===== config.mk =====
export PLATFORM = sky130hd
export DESIGN_NAME = stx_div
export DESIGN_NICKNAME = d
export VERILOG_FILES = /design/src/rtl/stx_pkg.sv /design/src/rtl/stx_div.sv
export SDC_FILE = /design/constraint.sdc
export NUM_CORES = 1
export LEC_CHECK = 0
export BUFFER_PORTS_ARGS = -buffer_cell sky130_fd_sc_hd__buf_2
export CORE_MARGIN = 1
export CORE_UTILIZATION = 28
export CTS_CLUSTER_SIZE = 40
export DETAILED_ROUTE_END_ITERATION = 6
export GPL_ROUTABILITY_DRIVEN = 1
export HOLD_SLACK_MARGIN = 0.05
export SYNTH_ARGS = -nofsm -noshare
export SYNTH_HDL_FRONTEND = slang
export SYNTH_SLANG_ARGS = --single-unit

===== constraint.sdc =====
create_clock -name clk -period 6.1 [get_ports clk]
set_clock_uncertainty 0.05 [all_clocks]
set_input_delay 0.61 -clock clk [delete_from_list [all_inputs] [get_ports clk]]
set_output_delay 0.61 -clock clk [all_outputs]
set_load 0.02 [all_outputs]

===== src/rtl/stx_pkg.sv =====
// ----------------------------------------------------------------------------
// stx_pkg
// Shared constants, types and helpers for the simplex tableau solver.
// ----------------------------------------------------------------------------
package stx_pkg;

  localparam int DATA_W    = 32;
  localparam int FRAC_BITS = 16;
  localparam int MAX_ROWS  = 16;
  localparam int MAX_COLS  = 32;
  localparam int ROW_W     = $clog2(MAX_ROWS);
  localparam int COL_W     = $clog2(MAX_COLS);
  localparam int RCNT_W    = $clog2(MAX_ROWS + 1);
  localparam int CCNT_W    = $clog2(MAX_COLS + 1);
  localparam int PROD_W    = 2 * DATA_W;
  localparam int DIV_W     = DATA_W + FRAC_BITS;
  localparam int DCNT_W    = $clog2(DIV_W + 1);

  typedef logic signed [DATA_W-1:0] word_t;
  typedef word_t [MAX_ROWS-1:0] col_t;

  localparam logic [1:0] CMD_WRITE = 2'd0;
  localparam logic [1:0] CMD_SOLVE = 2'd1;
  localparam logic [1:0] CMD_READ  = 2'd2;

  localparam logic [2:0] ST_WRITTEN   = 3'd0;
  localparam logic [2:0] ST_READ      = 3'd1;
  localparam logic [2:0] ST_OPTIMAL   = 3'd2;
  localparam logic [2:0] ST_UNBOUNDED = 3'd3;
  localparam logic [2:0] ST_LIMIT     = 3'd4;

  localparam logic [1:0] REG_ROWS     = 2'd0;
  localparam logic [1:0] REG_COLS     = 2'd1;
  localparam logic [1:0] REG_MAX_ITER = 2'd2;

  function automatic word_t sat_word(input logic signed [PROD_W-1:0] v);
    logic signed [PROD_W-1:0] hi;
    logic signed [PROD_W-1:0] lo;
    word_t r;
    hi = {{(DATA_W+1){1'b0}}, {(DATA_W-1){1'b1}}};
    lo = {{(DATA_W+1){1'b1}}, {(DATA_W-1){1'b0}}};
    if (v > hi) begin
      r = hi[DATA_W-1:0];
    end else if (v < lo) begin
      r = lo[DATA_W-1:0];
    end else begin
      r = v[DATA_W-1:0];
    end
    return r;
  endfunction

endpackage


===== src/rtl/stx_div.sv =====
// ----------------------------------------------------------------------------
// stx_div
// Bit-serial fixed-point divider, truncating toward zero, saturating.
// ----------------------------------------------------------------------------
module stx_div (
  input  logic           clk,
  input  logic           rst,
  input  logic           start,
  input  stx_pkg::word_t x,
  input  stx_pkg::word_t p,
  output logic           done,
  output stx_pkg::word_t q
);
  import stx_pkg::*;

  logic              busy;
  logic [DCNT_W-1:0] cnt;
  logic [DATA_W-1:0] rem;
  logic [DIV_W-1:0]  dq;
  logic [DATA_W-1:0] dvs;
  logic              neg;
  logic [DATA_W-1:0] mag;
  logic [DATA_W-1:0] t;
  logic              ge;
  logic [DIV_W-1:0]  pos_max;
  logic [DIV_W-1:0]  neg_max;

  assign mag     = x[DATA_W-1] ? DATA_W'(-x) : DATA_W'(x);
  assign t       = {rem[DATA_W-2:0], dq[DIV_W-1]};
  assign ge      = t >= dvs;
  assign pos_max = DIV_W'({1'b0, {(DATA_W-1){1'b1}}});
  assign neg_max = DIV_W'({1'b1, {(DATA_W-1){1'b0}}});

  always_comb begin
    if (!neg) begin
      q = (dq > pos_max) ? word_t'(pos_max[DATA_W-1:0]) : word_t'(dq[DATA_W-1:0]);
    end else begin
      q = (dq > neg_max) ? word_t'(neg_max[DATA_W-1:0]) : word_t'(-dq[DATA_W-1:0]);
    end
  end

  always_ff @(posedge clk) begin
    if (rst) begin
      busy <= 1'b0;
      done <= 1'b0;
    end else begin
      done <= 1'b0;
      if (start) begin
        busy <= 1'b1;
        cnt  <= DCNT_W'(DIV_W);
        rem  <= '0;
        dq   <= {mag, {FRAC_BITS{1'b0}}};
        dvs  <= DATA_W'(p);
        neg  <= x[DATA_W-1];
      end else if (busy) begin
        rem <= ge ? (t - dvs) : t;
        dq  <= {dq[DIV_W-2:0], ge};
        cnt <= cnt - 1'b1;
        if (cnt == DCNT_W'(1)) begin
          busy <= 1'b0;
          done <= 1'b1;
        end
      end
    end
  end

endmodule


# --- Word-level counts from Yosys, hierarchy flattened ---
# Index checks and enable logic that the tools add are counted.
totals:
  ff_bits: 120
  out_inout_bits: 33
  wordCells: 35
  in_bits: 67
op_classes:
  n_addsub: 4
  n_mux: 13
  magnitude_cmp: 3
  reduce_logical: 4
  n_bitwise: 2
  n_eq_ne: 1
ops:
  columns: ["op", "count"]
  rows:
  - ["two-way mux 32 bit", 4]
  - ["two-way mux 48 bit", 2]
  - ["negation 32 bit", 2]
  - ["two-way mux 31 bit", 2]
  - ["> comparator 48 x 31 -> 1 bit, second input constant", 1]
  - ["> comparator 48 x 32 -> 1 bit, second input constant", 1]
  - [">= comparator 32 bit", 1]
  - ["subtractor 31 bit", 1]
  - ["== test 6 x 1 -> 1 bit, second input constant", 1]
  - ["two-way mux 6 bit", 1]
  - ["subtractor 6 x 1 -> 6 bit, second input constant", 1]
  - ["two-way mux 1 bit", 4]
  - ["AND reduction 2 bit", 2]
  - ["OR reduction 3 bit", 1]
  - ["inverter 1 bit", 2]
  - ["nonzero test 2 bit", 1]

# --- Depth between registers and ports, before layout ---
depth:
  depth_word: 4
  ltp_mapped: 13
  ltp_nobuf: 11

# --- Worst setup path after synthesis ---
# OpenSTA, ideal clock, no wires.
synth_timing:
  path_kind: "input to register"
  from: "input start"
  to: "register cnt[0] (enable)"
  t_required_ps: 5520
  stages: 3
  setup_time_ps: 530
  path_slack_ps: 1005
  n_path_buf: 1
  t_arrival_ps: 4515
  path_cell_list: "clkbuf_1 -> nor2_1 -> nor2_1"
synth_between:
  elab_chain_cells: 2
synth_lines:
  columns: ["item", "line", "text"]
  rows:
  - ["start: declaration", "stx_div.sv:8", "input logic start,"]
  - ["nonzero test 2 bit (no line)", null, null]
  - ["AND reduction 2 bit (no line)", null, null]
  - ["end signal: assignment", "stx_div.sv:50", "cnt <= DCNT_W'(DIV_W);"]
  - ["end signal: assignment", "stx_div.sv:58", "cnt <= cnt - 1'b1;"]
  - ["end: declaration", "stx_div.sv:17", "logic [DCNT_W-1:0] cnt;"]
# Every way passes these cells.
# A chain may end at the register's enable or synchronous reset.

# --- Final worst setup path ---
layout_timing:
  from: "register dq[0]"
  to: "output q[26]"
layout_between:
  elab_chain_cells: 3
  elab_cells_between_ends: 6
  classes_between: "add/sub (1); order compare (2); mux (3)"
layout_lines:
  columns: ["item", "line", "text"]
  rows:
  - ["start: declaration", "stx_div.sv:19", "logic [DIV_W-1:0] dq;"]
  - ["start signal: assignment", "stx_div.sv:52", "dq <= {mag, {FRAC_BITS{1'b0}}};"]
  - ["start signal: assignment", "stx_div.sv:57", "dq <= {dq[DIV_W-2:0], ge};"]
  - ["> comparator 48 x 31 -> 1 bit, or another cell as far along", "stx_div.sv:36", "q = (dq > pos_max) ? word_t'(pos_max[DATA_W-1:0]) : word_t'(dq[DATA_W-1:0]);"]
  - ["two-way mux 32 bit (on tied branches)", "stx_div.sv:36, stx_div.sv:38", null]
  - ["two-way mux 32 bit *", "stx_div.sv:35", "if (!neg) begin"]
  - ["end: declaration", "stx_div.sv:12", "output stx_pkg::word_t q"]
# Every way passes the cells marked *; elsewhere a longest branch is shown, timed or not.

==> flow_metrics.env <==
export IMPL_final_cell_mix="edfxtp_1, buf_2, a21oi_1"
export IMPL_postCtsSetupBuffers=0
export IMPL_peakVddDrop_mv=0.196
export IMPL_portBuffers=99
export IMPL_detail_route_antenna_nets=0
export IMPL_end_kind="primary output"
export IMPL_final_min_clock_period_ns=4.77
export IMPL_finalNonFillerCells=1368
export IMPL_cp_arrival_ns=4.11
export IMPL_initial_utilization=0.287
export IMPL_synth_cells=890
export IMPL_synth_distinct_cells=70
export IMPL_die_w_um=174
export IMPL_min_path_type="input pin to flip-flop"
export IMPL_ctsHoldBuffers=0
export IMPL_cp_slowest_cell="or2_1"
export IMPL_clock_fmax_mhz=210
export IMPL_synth_seq_cells=120
export IMPL_cts_buffer_depth=2
export IMPL_slowest_delay_ns=0.66
export IMPL_tightest_slew_ns=1.06
export IMPL_r2r_start="dq[47]"
export IMPL_numClockSinks=120
export IMPL_grtUsageMet1=0.182
export IMPL_status="complete, no violations"
export IMPL_grt_use_met3=0.0302
export IMPL_slew_headroom=0.290
export IMPL_clock_latency_ns=0.42
export IMPL_ios=100
export IMPL_p_leak_nw=3.73
export IMPL_intPower_mw=1.81
export IMPL_synth_top_cell_by_area="edfxtp_1"
export IMPL_cts_buffers=17
export IMPL_area_delta_synth_final_pct=17.2
export IMPL_vias=6965
export IMPL_cts_tree="done"
export IMPL_combPwrFrac=0.216
export IMPL_num_antenna_cells=0
export IMPL_synthTopCellsByArea="edfxtp_1, ha_1, a21oi_1"
export IMPL_gr_max_usage_layer="met2"
export IMPL_synth_edf_count=118
export IMPL_fin_crit_sh=0.782
export IMPL_path_cells="inv_1 -> ha_1 -> or3b_1 -> nor4_1 -> and4_1 -> nand4b_1 -> a21o_1 -> or2_1 -> o311ai_1 -> buf_2"
export IMPL_vias_per_cell=5.09
export IMPL_hp_start="p[27]"
export IMPL_wl_per_cell_um=15.1
export IMPL_maxCapViolCount=0
export IMPL_antenna_found_initial=1
export IMPL_final_setup_viol_count=0
export IMPL_gp_congestion=0.829
export IMPL_path_max_fanout=32
export IMPL_worstPathRequired_ns=5.44
export IMPL_die_area_mm2=0.0303
export IMPL_synth_yosys_seq_area_share=0.432
export IMPL_hold_viol_final=0
export IMPL_grt_pass1_wl_mm=34.3
export IMPL_ctsHtreeMaxLevel=4
export IMPL_clockPowerShare=0.383
export IMPL_slew_viol_final=0
export IMPL_root_buffer="clkbuf_16"
export IMPL_seq_power_share=0.400
export IMPL_ctsResizeCount=0
export IMPL_start_kind="flip-flop"
export IMPL_drt_iter0_drc=416
export IMPL_grt_max_degree=80
export IMPL_setup_tns_ns=0
export IMPL_wl_mm=20.7
export IMPL_async_flop_share=0
export IMPL_rsz0062_at_grt="no"
export IMPL_synth_flop_cell="edfxtp_1"
export IMPL_crit_start="dq[0]"
export IMPL_die_height_um=174
export IMPL_firstDrtPassIters=5
export IMPL_placedCellCount=1336
export IMPL_first_global_vias=6764
export IMPL_avgSynthCellArea_um2=9.33
export IMPL_final_nets=1075
export IMPL_path_class="flip-flop to primary output"
export IMPL_core_area_mm2=0.0289
export IMPL_path_clk_slew_ns=0.06
export IMPL_power_switching_mw=0.789
export IMPL_synth_top_area_frac=0.427
export IMPL_power_density_mw_per_mm2=267
export IMPL_grt_remaining_overflow=0
export IMPL_syn_num_nets=994
export IMPL_num_rows=62
export IMPL_drc=0
export IMPL_drive_gt1_frac=0.159
export IMPL_ys_warn_count=0
export IMPL_netlist_area_mm2=0.00830
export IMPL_power_switching_share=0.304
export IMPL_grt_total_usage=0.139
export IMPL_final_common_cell="edfxtp_1"
export IMPL_grtUsageMet2=0.232
export IMPL_dp_hpwl_mm=14.9
Yosys cell counts, types with 3 or more instances:
master and count:
a211oi_1 5, or4_1 6, a21oi_1 85, o31ai_1 12, nand4b_1 3, nand4_1 9
nand3_1 19, nor4_1 11, o21ai_0 50, a211o_1 11, nor3_1 24, and4_1 4
o21bai_1 3, nor4_2 3, a21o_1 20, nand2_1 82, or4_4 4, or3_1 23
ha_1 36, o21a_1 8, edfxtp_1 118, and3_1 8, clkbuf_1 29, buf_2 3
mux2_2 3, and2_1 6, or2_2 3, nor2b_1 25, inv_1 54, nand3b_1 4
o41ai_1 6, o21ai_1 8, o311ai_1 15, o211ai_1 3, xor2_1 34, xnor2_1 14
or3b_1 3, nor2_1 72, buf_1 7, nor3b_1 14
worst max-delay path: cells and delay by family, from the launching register on:
| family | cells | cell delay (ns) |
|---|---|---|
| AOI/OAI and AO/OA | 2 | 0.95 |
| DFF | 1 | 0.42 |
| and+or+nand+nor | 5 | 1.78 |
| adders and majority gates | 1 | 0.18 |
| buffers and inverters | 2 | 0.34 |
registers in the layout, summed over array words and instances, names as in the netlist:
signal / cells
dq: 48
rem: 31
cnt: 6
done: 1
dvs: 32
neg: 1
busy: 1
kinds of logic (layout without fill, tap and decap cells):
| kind of cell | count (synthesis) | count (layout) | share of synthesized area |
|---|---|---|---|
| AOI/OAI and AO/OA | 252 | 252 | 0.194 |
| xor gates and xnor gates | 48 | 48 | 0.0506 |
| adders and majority gates | 37 | 37 | 0.0567 |
| buffers and inverters | 95 | 189 | 0.0452 |
| DFF | 120 | 120 | 0.432 |
| muxes | 5 | 5 | 0.00648 |
| and+or+nand+nor | 333 | 333 | 0.215 |
power groups by stage:
stage | Combinational, mW | Clock (mW) | Sequential [mW]
after floorplan | 0.418 | 0 | 1.03
after global placement | 0.554 | 0 | 1.05
after detailed placement | 0.561 | 0 | 1.06
after CTS | 0.565 | 1.02 | 1.04
after global routing | 0.634 | 1.05 | 1.05
final | 0.561 | 0.996 | 1.04
final timing paths:
| path | slack [ns] | depth (start not counted) | end |
|---|---|---|---|
| worst max-delay path | 1.33 | 10 | q[26] |
| worst min-delay path | 0.31 | 1 | dvs[27] |
| worst max register to register | 2.22 | 12 | rem[21] |
| worst min register to register | 0.44 | 1 | done |
per-layer routing:
layer,wire length [um],part of all wire,vias up
li1,-,-,3491
met1,9940,0.48,3286
met2,9680,0.47,168
met3,871,0.042,18
met4,183,0.0088,2
met5,9,0.00044,-
area by class of cell:
cell class	instances	area [um^2]
well taps	384	480
repair buffers	103	528
flip-flops and latches	120	3580
clock inverters	15	151
inverters	54	203
fillers	2966	19200
multi-input cells	675	4360
clock buffers	17	425
stage by stage:
stage | worst slack, ns | utilization | hold WS [ns] | power, mW | instance area, um^2
final | 1.33 | 0.336 | 0.309 | 2.60 | 9730
after global routing | 1.07 | 0.336 | 0.288 | 2.74 | 9730
after CTS | 1.31 | 0.336 | 0.292 | 2.63 | 9730
after detailed placement | 1.79 | 0.316 | 0.424 | 1.62 | 9160
after global placement | 1.89 | 0.316 | 0.423 | 1.61 | 9160
after floorplan | 1.00 | - | 0.410 | 1.45 | 8300
(Power assumes the default switching activity.)
