<file path="src/rtl/stx_pkg.sv">
// ----------------------------------------------------------------------------
// stx_pkg
// Shared constants, types and helpers for the simplex tableau solver.
// ----------------------------------------------------------------------------
package stx_pkg;

  localparam int DATA_W    = 32;
  localparam int FRAC_BITS = 16;
  localparam int MAX_ROWS  = 16;
  localparam int MAX_COLS  = 32;
  localparam int ROW_W     = $clog2(MAX_ROWS);
  localparam int COL_W     = $clog2(MAX_COLS);
  localparam int RCNT_W    = $clog2(MAX_ROWS + 1);
  localparam int CCNT_W    = $clog2(MAX_COLS + 1);
  localparam int PROD_W    = 2 * DATA_W;
  localparam int DIV_W     = DATA_W + FRAC_BITS;
  localparam int DCNT_W    = $clog2(DIV_W + 1);

  typedef logic signed [DATA_W-1:0] word_t;
  typedef word_t [MAX_ROWS-1:0] col_t;

  localparam logic [1:0] CMD_WRITE = 2'd0;
  localparam logic [1:0] CMD_SOLVE = 2'd1;
  localparam logic [1:0] CMD_READ  = 2'd2;

  localparam logic [2:0] ST_WRITTEN   = 3'd0;
  localparam logic [2:0] ST_READ      = 3'd1;
  localparam logic [2:0] ST_OPTIMAL   = 3'd2;
  localparam logic [2:0] ST_UNBOUNDED = 3'd3;
  localparam logic [2:0] ST_LIMIT     = 3'd4;

  localparam logic [1:0] REG_ROWS     = 2'd0;
  localparam logic [1:0] REG_COLS     = 2'd1;
  localparam logic [1:0] REG_MAX_ITER = 2'd2;

  function automatic word_t sat_word(input logic signed [PROD_W-1:0] v);
    logic signed [PROD_W-1:0] hi;
    logic signed [PROD_W-1:0] lo;
    word_t r;
    hi = {{(DATA_W+1){1'b0}}, {(DATA_W-1){1'b1}}};
    lo = {{(DATA_W+1){1'b1}}, {(DATA_W-1){1'b0}}};
    if (v > hi) begin
      r = hi[DATA_W-1:0];
    end else if (v < lo) begin
      r = lo[DATA_W-1:0];
    end else begin
      r = v[DATA_W-1:0];
    end
    return r;
  endfunction

endpackage

</file>
<file path="src/rtl/stx_cell.sv">
// ----------------------------------------------------------------------------
// stx_cell
// One link of the column ring: holds one tableau column, shifts it on.
// ----------------------------------------------------------------------------
module stx_cell (
  input  logic                      clk,
  input  logic                      shift,
  input  stx_pkg::col_t             col_in,
  input  logic                      wr_en,
  input  logic [stx_pkg::ROW_W-1:0] wr_row,
  input  stx_pkg::word_t            wr_data,
  output stx_pkg::col_t             col_q
);
  import stx_pkg::*;

  always_ff @(posedge clk) begin
    if (shift) begin
      col_q <= col_in;
    end else if (wr_en) begin
      col_q[wr_row] <= wr_data;
    end
  end

endmodule

</file>
<file path="config.mk">
export PLATFORM = sky130hd
export DESIGN_NAME = stx_cell
export DESIGN_NICKNAME = d
export VERILOG_FILES = /design/src/rtl/stx_pkg.sv /design/src/rtl/stx_cell.sv
export SDC_FILE = /design/constraint.sdc
export NUM_CORES = 1
export LEC_CHECK = 0
export BUFFER_PORTS_ARGS = -buffer_cell sky130_fd_sc_hd__buf_2
export CORE_AREA = 5 5 414 416
export CTS_CLUSTER_SIZE = 10
export DETAILED_ROUTE_END_ITERATION = 12
export DIE_AREA = 0 0 419 421
export PLACE_DENSITY = 0.41
export SKIP_LAST_GASP = 1
export SYNTH_ARGS = -nofsm -noshare
export SYNTH_HDL_FRONTEND = slang
export SYNTH_SLANG_ARGS = --single-unit
</file>
<file path="constraint.sdc">
create_clock -name clk -period 8 [get_ports clk]
set_clock_uncertainty 0.1 [all_clocks]
set_input_delay 0.8 -clock clk [delete_from_list [all_inputs] [get_ports clk]]
set_output_delay 0.8 -clock clk [all_outputs]
set_load 0.005 [all_outputs]
</file>
# Yosys cells after proc, flatten, opt, wreduce, memory -nomap -nowiden
# Cells that the tools add are included.
classes:
  div_mod_pow: 0
  reduce_logical: 2
  n_mul: 0
  magnitude_cmp: 2
  n_shift: 0
  muxes: 5
  bitwise_logic: 0
  eq_ne: 0
  addsub: 0
op_table:
  columns: ["op", "n"]
  rows:
  - ["two-way mux 512 bit", 2]
  - ["bitwise mux 512 bit", 1]
  - ["demux 32 bit (select 4 bit)", 1]
  - ["two-way mux 32 bit", 1]
  - ["< comparator 4 x 5 -> 1 bit (second input constant)", 1]
  - ["greater-or-equal comparator 4 x 1 -> 1 bit (second input constant)", 1]
  - ["nonzero test 2 bit", 1]
  - ["logical AND 1 bit", 1]
totals:
  latch_bits: 0
  memories: 0
  regBits: 512
  out_inout_bits: 512
  rom_bits: 0
  ram_bits: 0

# Longest topological paths before layout
# Gate-level depths: netlist (run 1).
depth:
  word_depth: 7
  depth_mapped: 5

# Worst setup path before layout (run 1)
# Ideal clock, no wire load.
synth_path:
  kind: "input-to-reg"
  from: "in wr_row[3] (netlist name)"
  to: "reg col_q[224] (netlist name), enable pin"
  setup_time_ns: 0.428
  arrival_time_ns: 2.782
  t_required_ns: 7.472
  n_path_buf: 1
  path_slack_ns: 4.690
  stages: 3
  path_cell_list: "nand4b_1 -> clkbuf_1 -> o21bai_1"
synth_lines:
  columns: ["item", "line_no", "text"]
  rows:
  - ["start, declared", "stx_cell.sv:10", "input logic [stx_pkg::ROW_W-1:0] wr_row,"]
  - ["end signal, assigned", "stx_cell.sv:18", "col_q <= col_in;"]
  - ["end signal, assigned by index", "stx_cell.sv:20", "col_q[wr_row] <= wr_data;"]
  - ["end, declared", "stx_cell.sv:12", "output stx_pkg::col_t col_q"]

==> results of run 1 <==
## kinds of logic (layout without fill, tap and decap cells)
| group | count (synthesis) | after routing |
|---|---|---|
| other cells | 0 | 21 |
| compound gates | 528 | 528 |
| simple gates | 240 | 240 |
| buf+inv | 157 | 1228 |
| flops | 512 | 512 |
## cells in the final DEF (no fill, tap or decap), drive strengths merged
cell      Yosys  final
inv           1      4
nand2       160    160
nand4b        4      4
nand4         1      1
clkinvlp      0      3
bufinv        0      5
and4bb        4      4
a22o        352    352
nor2b        32     32
edfxtp      512    512
o21ai       160    160
nand2b       32     32
nor4          1      1
o21bai        5      5
clkbuf       79     80
nor4b         4      4
clkinv        0     27
buf          77   1109
a21o         11     11
diode         0     21
nor4bb        2      2
## report_power, final
| group | total (mW) | switching, mW | internal (mW) | leakage, nW |
|---|---|---|---|---|
| Sequential | 3.32 | 0.0854 | 3.23 | 4.97 |
| Combinational | 0.990 | 0.611 | 0.379 | 6.56 |
| Clock | 3.19 | 1.38 | 1.81 | 1.10 |
| Total | 7.50 | 2.08 | 5.42 | 12.6 |
## cell type report
type	count	area share, %
sequential	512	48.6
multi-input combinational	768	17.4
timing repair buffer	1109	18.0
antenna	21	0.166
inverter	1	0.0119
clock buffer	80	5.72
tap	2204	8.71
clock inverter	38	1.44
## cell usage after synthesis (2+ instances only)
cell type                  count
sky130_fd_sc_hd__a21o_1       11
sky130_fd_sc_hd__a22o_1      297
sky130_fd_sc_hd__a22o_2       55
sky130_fd_sc_hd__and4bb_1      4
sky130_fd_sc_hd__buf_1         3
sky130_fd_sc_hd__buf_2        47
sky130_fd_sc_hd__buf_6        21
sky130_fd_sc_hd__buf_8         6
sky130_fd_sc_hd__clkbuf_1     79
sky130_fd_sc_hd__edfxtp_1    512
sky130_fd_sc_hd__nand2_1     160
sky130_fd_sc_hd__nand2b_1     32
sky130_fd_sc_hd__nand4b_1      4
sky130_fd_sc_hd__nor2b_1      32
sky130_fd_sc_hd__nor4b_4       4
sky130_fd_sc_hd__nor4bb_4      2
sky130_fd_sc_hd__o21ai_0     160
sky130_fd_sc_hd__o21bai_1      5
## worst min-delay path, stage by stage
cell	delay (ns)
sky130_fd_sc_hd__buf_2	0.07
sky130_fd_sc_hd__nand2_1	0.04
sky130_fd_sc_hd__o21ai_0	0.05
## how the worst max path moves through the flow
stage,startpoint,to,slack [ns],depth (start not counted)
after floorplan,wr_row[3],col_q[224]$_DFFE_PP_,4.69,3
after global placement,wr_row[2],col_q[234]$_DFFE_PP_,3.95,5
after detailed placement,wr_row[2],col_q[234]$_DFFE_PP_,3.86,5
after CTS,wr_row[2],col_q[233]$_DFFE_PP_,4.60,5
after global routing,wr_row[2],col_q[232]$_DFFE_PP_,4.59,5
final,wr_row[2],col_q[233]$_DFFE_PP_,4.70,5
## per-layer routing
layer | global-route usage (%) | part of all wire, % | up-vias
met1 | 17.9 | 38 | 9352
met5 | 0 | 0.064 | -
met3 | 4.00 | 7.5 | 251
met4 | 4.66 | 3.2 | 14
met2 | 27.6 | 51 | 972
li1 | - | - | 7742
## metrics by stage
stage                     util, %  worst slack (ns)  cells
after floorplan                 -              4.69   1437
after global placement       17.6              3.95   4594
after detailed placement     17.6              3.86   4594
after CTS                    18.9              4.60   4712
after global routing         19.0              4.59   4721
final                        19.0              4.70   4733
==> out/results.txt, run 1 <==
The count of final setup violators is 0, and the summed area of non-filler cells in the final layout is 31,700 um^2. The mean instance size in the synthesized netlist was 15.0 um^2. Total routing usage reported by global routing: 15.4%.

In this run the most critical hold path is launched from col_in[472]. The via count of the first global-routing pass came out at 18,580. By startpoint and endpoint, the worst setup path is classified as in -> reg. The count of pins on the block boundary was 1,063; the post-cts sizing count was 0.

The stage delay of the slowest cell on the critical path works out to 0.75 ns. After global routing the overflow that remains totals 0. The critical path arrival was 3.54 ns.

Summing all placed instances gives a cell area of 29,300 um^2. The synthesized design spends more area on one cell type than any other, namely sky130_fd_sc_hd__edfxtp_1. Entering global routing, the biggest net connects 144 pins. STA classifies the critical path endpoint as a register. CTS saw 512 sinks. The deepest level of the CTS H-tree is 3, and the final net count is 3,014.

Measured against the total synthesized area, the mux share comes to 0%. The first-pass iteration count of the detailed router came out at 5. From left edge to right edge, the die measures 419 um.

In this run, synthesis produced a sequential element count of 512. In the final routed layout, each cell accounts on average for 30.2 um. After legalization and detailed placement, the total HPWL measured 112,000 um. Relative max-transition margin: 20.1%. For hold timing, the worst endpoint is col_q[472]$_DFFE_PP_. After routing, the total negative slack on setup checks comes to 0 ns. By area, the combinational part of the netlist is dominated by compound AO/OA/AOI/OAI gates. The weighted congestion at the end of routability-driven global placement was 0.900; the transition time of the tightest slew-check pin was 1.19 ns.

Placeable core region: 167,000 um^2. The total area of multi-input combinational cells is 5510 um^2, and the synthesized net count is 1,988. The clock-pin slew on the worst setup and hold paths was 0.06 ns. After detailed routing, the number of vias per cell comes to 3.87.

Subtracting the final worst setup slack from the clock period gives 3.30 ns. Buffers inserted during clock tree synthesis total 71. After clock tree synthesis, the flow added hold-fix buffers numbering 0.

In this run the power density over the cells is 237 nW/um^2. Across all layers, the routed design uses 18,331 vias. The hold violation count in the final report came out at 0. The netlist uses 21 different library cells. Yosys attributes the largest share of cell area to sky130_fd_sc_hd__edfxtp_1, sky130_fd_sc_hd__a22o_1, sky130_fd_sc_hd__o21ai_0, sky130_fd_sc_hd__nand2_1, sky130_fd_sc_hd__a22o_2. The run gives 8.24 ns as the critical path data required time. The sequential cell area in the final layout is 15,400 um^2, and the highest net fanout along the worst path is 18. In the routed design, unresolved DRC markers number 0.

The synthesized cell area was 21,600 um^2; the antenna violation net count after detailed routing was 0. On the critical path the largest part of the delay comes from buffers and inverters. In this run, synthesis inferred 512 flip-flops with an integrated enable.

The root buffer cell chosen for the clock tree is sky130_fd_sc_hd__clkbuf_16. The first global-routing pass estimated 183,000 um of wire. Dividing the final minimum period by the clock period gives 41.2%. The number of violations reported at the end of detailed-routing iteration 0 came out at 1,363. The critical path startpoint category is a primary input. Number of buffers and inverters on the critical path: 3. The worst hold slack after final layout is 0.302 ns, and the growth of design area from synthesis to finish is 46.7%. The highest achievable clock rate came out at 303 MHz. The largest registers in the layout are col_q: 512 flops. Among the stages of the critical path, the cell type that occurs most often is sky130_fd_sc_hd__buf_4. The flip-flop cell with the highest count after synthesis is sky130_fd_sc_hd__edfxtp_1. Summed over all cells, the static leakage comes to 12.6 nW.

The synthesized instance count is 1,437. The initial antenna violation count is 74. The routed design has 143,000 um of wire. Total power for the finished layout comes to 7.50 mW. The cell at the slowest stage of the critical path is sky130_fd_sc_hd__nand4b_1. TritonCTS built the clock tree.

The initialized floorplan defines 150 standard-cell rows. The register with the most flip-flops in the final layout is col_q. The vertical die dimension is 421 um. After clock tree synthesis, the setup repair step added 0 buffers.

The run finished with clean final reports. Traced cell by cell, the critical path runs through buf_2, nand4b_1, buf_4, o21bai_4, buf_4. The simple-gate share of the synthesized area came out at 5.83%. The synthesized design devotes to its leading area cell type 71.2% of total area.

The run gives 0 as the number of warnings issued by yosys. The tools report the sequential share of the synthesized area as 71.2%. The class of the tightest hold or removal check is in -> reg.

Setup repair after global routing left no endpoint under its margin. The floorplan step defined a die boundary enclosing 176,000 um^2. Max-cap violations in this run came to 0.

Once the floorplan was initialized, standard cells occupied 12.9% of the core. Maximum resistive drop on vdd: 129 uV. Counting flops with an async set or reset pin after synthesis yields a share of 0%. The number of filler instances in the final layout was 18,404; the flip-flop count of the largest register after layout was 512. The xor and xnor fraction of the mapped netlist area is 0%, and the count of port buffers added during placement is 1,062.

The tools report the count of pins over their slew limit as 0. The number of buffers on the longest clock path was 3; the depth of the worst hold-timing path was 3. The fraction of final layout cells with drive strength greater than 1 was 52.4%; the arithmetic-cell share of the synthesized area counting full adders, half adders and majority gates was 0%. The post-synthesis compound-gate area fraction is 18.9%.
No activity file was read; power rests on OpenSTA's default activity.
==> inputs of run 2 (changes only) <==
--- a/config.mk
+++ b/config.mk
@@ -6,10 +6,10 @@
 export NUM_CORES = 1
 export LEC_CHECK = 0
 export BUFFER_PORTS_ARGS = -buffer_cell sky130_fd_sc_hd__buf_2
-export CORE_AREA = 5 5 414 416
+export CORE_AREA = 5 5 416 418
 export CTS_CLUSTER_SIZE = 10
 export DETAILED_ROUTE_END_ITERATION = 12
-export DIE_AREA = 0 0 419 421
+export DIE_AREA = 0 0 421 423
 export PLACE_DENSITY = 0.41
 export SKIP_LAST_GASP = 1
 export SYNTH_ARGS = -nofsm -noshare
==> constraint.sdc (replaced) <==
create_clock -name clk -period 2.7 [get_ports clk]
set_clock_uncertainty 0.1 [all_clocks]
set_input_delay 0.27 -clock clk [delete_from_list [all_inputs] [get_ports clk]]
set_output_delay 0.27 -clock clk [all_outputs]
set_load 0.005 [all_outputs]
==> run 2 against run 1 <==
  * Worst hold slack got worse by 0.25 ns
  * Cell count rose by 13%
  * Die area rose by 0.95%
  * Routed wire length rose by 4.8%
  * Setup slack got worse by 3.9 ns
  * Largest power group unchanged
  * Critical endpoint is now col_q[494]$_DFFE_PP_
  * Combinational power rose to 3.8 times the previous value
  * Non-clock buffer count rose by 590
  * Critical path depth rose by 2
  * Count of clock-buffer cells in the layout rose by 9
==> out/results.txt, run 2 (synthesis gave the netlist of run 1 again) <==
The flow ran to the end, and the final reports show no timing, DRC or antenna violations. Timing would allow up to 519 MHz. The tools report the total global routing overflow as 0. The fraction of final layout cells with drive strength greater than 1 was 44.2%; the count of pins on the block boundary was 1,063.

The largest registers in the layout are col_q: 512 flops. The die outline area is 178,000 um^2, and the routed length per instance is 28.1 um. Power spread over the standard cell area amounts to 609 nW/um^2. In this run, the combinational gates consume 16.5% of the power. For the worst setup path, the data required time is 2.98 ns.

For this run, design rule violations remaining after detail routing come to 0. IR analysis of the VDD net gives a maximum drop of 379 uV. Across the run, the number of max-cap violations was 0. After clock tree synthesis, the setup repair step added 0 buffers.

Setup violations remaining at the end of the flow were counted as 0. STA classifies the critical path endpoint as a register. The via-per-instance ratio is 3.88, and the number of vias after detailed routing is 20,683.

The logs give 169,000 um^2 for the placeable core region and 18,236 for the number of filler instances in the final layout. For the final routed database, the setup TNS stands at 0 ns. TritonCTS built the clock tree. The tools report the number of violations reported at the end of detailed-routing iteration 0 as 1,584. The design draws 22.9 mW. The routed design has 150,000 um of wire. The number of clock buffers added by TritonCTS is 70.

The worst setup path is launched from a primary input. Setup repair after global routing left no endpoint under its margin. Headroom to the max-slew limit came out at 18.6%. For the initial antenna violation count, the log shows 45. Ranked by flip-flop count, first place goes to col_q. Counting tap cells, the placed design contains a total of 4,670 instances. In this run, post-CTS repair resized a total of 0 instances. Cell with the most instances on the worst path: sky130_fd_sc_hd__buf_4. For the maximum number of pins on one net before global-route repair, the log shows 73. The largest individual stage delay along the critical path comes from the cell sky130_fd_sc_hd__dlygate4sd3_1.

The detail route stage leaves a number of antenna-violating nets equal to 0. Detailed placement finished with a half-perimeter wire length of 115,000 um. Of the total power, the clock network draws 40.6%.

In this run the number of H-tree levels came out at 3. In this run the most critical hold path is launched from wr_data[4]. From bottom edge to top edge, the die measures 423 um. At the end of the flow, the number of nets in the layout was 3,603. The run gives 3 as the number of buffers on the longest clock path. The tools report the hold violation count in the final report as 0.

The first-pass GRT wire length is 196,000 um, and the stage delay of the slowest cell on the critical path is 0.56 ns. Global routing used 16.1% of the available tracks. Along the worst hold path, the cell count comes to 3. Input and output buffers added on the ports amount to 1,062. CTS placed an instance of sky130_fd_sc_hd__clkbuf_16 at the clock tree root. The worst setup path is of the in -> reg kind. The via count of the first global-routing pass was 21,763.

The standard-cell row count is 151. The run gives 2.21 ns as the critical path arrival. Traced cell by cell, the critical path runs through buf_2, buf_4, nand4_1, buf_4, buf_4, o21ai_0, dlygate4sd3_1. For the pin with the worst max-slew slack, the measured transition is 1.22 ns.

The library cell used most frequently in the layout, excluding fill and tap cells, is sky130_fd_sc_hd__buf_2. Of the available clock period, the critical path in the final layout requires 71.4%. The initial core utilization was 12.8%. Endpoint of the worst hold-timing path: col_q[228]$_DFFE_PP_.

Buffers inserted to repair hold after CTS numbered 528. The die is 421 um wide. Summed over all nets, the switching power comes to 6.25 mW. The register with the most flip-flops in the layout has 512 of them. The run gives 0 as the count of pins over their slew limit.

For the finished layout, the period the worst path requires is 1.93 ns. The worst hold path belongs to the class in -> reg. Design internal power: 16.7 mW.

Sequential cells burn 42.9% of the power. The highest net fanout along the worst path works out to 18. The non-filler instance count after layout was 5,331; the leakage power was 15.2 nW. CTS saw 512 sinks. Relative to the synthesized area, the layout overhead comes to 74.2%. The top cell types in the final layout, fill and taps aside, are sky130_fd_sc_hd__buf_2, sky130_fd_sc_hd__dlygate4sd3_1, sky130_fd_sc_hd__edfxtp_1, sky130_fd_sc_hd__a22o_1. The switching share of power works out to 27.3%. The congestion estimate from routability-driven global placement came to 0.876. First-pass iteration count of the detailed router: 5.

After clock tree synthesis, the clock-pin slew on the worst setup and hold paths is 0.06 ns.
## run 2: cell count changes in the layout (fill, tap and decap cells not counted), moves of 3 or more
cell and delta:
sky130_fd_sc_hd__clkbuf_1 +10, sky130_fd_sc_hd__dlygate4sd3_1 +528, sky130_fd_sc_hd__clkinv_16 -3, sky130_fd_sc_hd__clkinv_2 -7, sky130_fd_sc_hd__buf_12 +20, sky130_fd_sc_hd__buf_4 +42
sky130_fd_sc_hd__clkinv_1 -3, sky130_fd_sc_hd__diode_2 -5
## run 2: how the worst max path moves through the flow
stage                                 to  depth (start not counted)  startpoint
floorplan           col_q[256]$_DFFE_PP_                          4   wr_row[1]
global placement    col_q[167]$_DFFE_PP_                          3   wr_row[0]
detailed placement  col_q[167]$_DFFE_PP_                          3   wr_row[0]
CTS                 col_q[494]$_DFFE_PP_                          7   wr_row[1]
global route        col_q[494]$_DFFE_PP_                          7   wr_row[1]
finish              col_q[494]$_DFFE_PP_                          7   wr_row[1]
## run 2: metal layers
| metal | track usage (%) | share of wire (%) |
|---|---|---|
| met1 | 18.5 | 38 |
| met2 | 28.3 | 50 |
| met3 | 5.06 | 8.4 |
| met4 | 5.22 | 3.4 |
| met5 | 0 | 0.099 |
## run 2: worst max-delay path: cells and delay by family
family | cells | cell delay [ns]
AO/OA/AOI/OAI | 1 | 0.13
buffers and inverters | 5 | 1.68
AND/OR/NAND/NOR | 1 | 0.08
## run 2: area by class of cell
cell class	instances	area (um^2)	area share [%]
diodes	16	40.0	0.107
inverters	1	3.75	0.00999
repair buffers	1699	11700	31.1
well taps	2218	2780	7.38
clock buffers	89	1820	4.85
flip-flops and latches	512	15400	40.9
clock inverters	28	363	0.965
multi-input cells	768	5500	14.6
## run 2: per-stage QoR
| step | hold slack (ns) | cell area, um^2 | util [%] | setup slack, ns |
|---|---|---|---|---|
| after floorplan | 0.361 | 21600 | - | 0.467 |
| after global placement | 0.447 | 30100 | 17.8 | 0.389 |
| after detailed placement | 0.452 | 30100 | 17.8 | 0.354 |
| after CTS | 0.000869 | 37500 | 22.3 | 0.825 |
| after global routing | 0.0150 | 37600 | 22.3 | 0.750 |
| final | 0.0557 | 37600 | 22.3 | 0.773 |
## run 2: power by group through the flow
| stage | clock (mW) | sequential (mW) | combinational (mW) |
|---|---|---|---|
| 3_3_place_gp | 0 | 9.98 | 3.17 |
| 2_1_floorplan | 0 | 10.0 | 0.832 |
| 5_1_grt | 9.92 | 9.88 | 4.01 |
| 6_report | 9.30 | 9.83 | 3.78 |
| 3_5_place_dp | 0 | 9.98 | 3.17 |
| 4_1_cts | 9.62 | 9.83 | 3.85 |
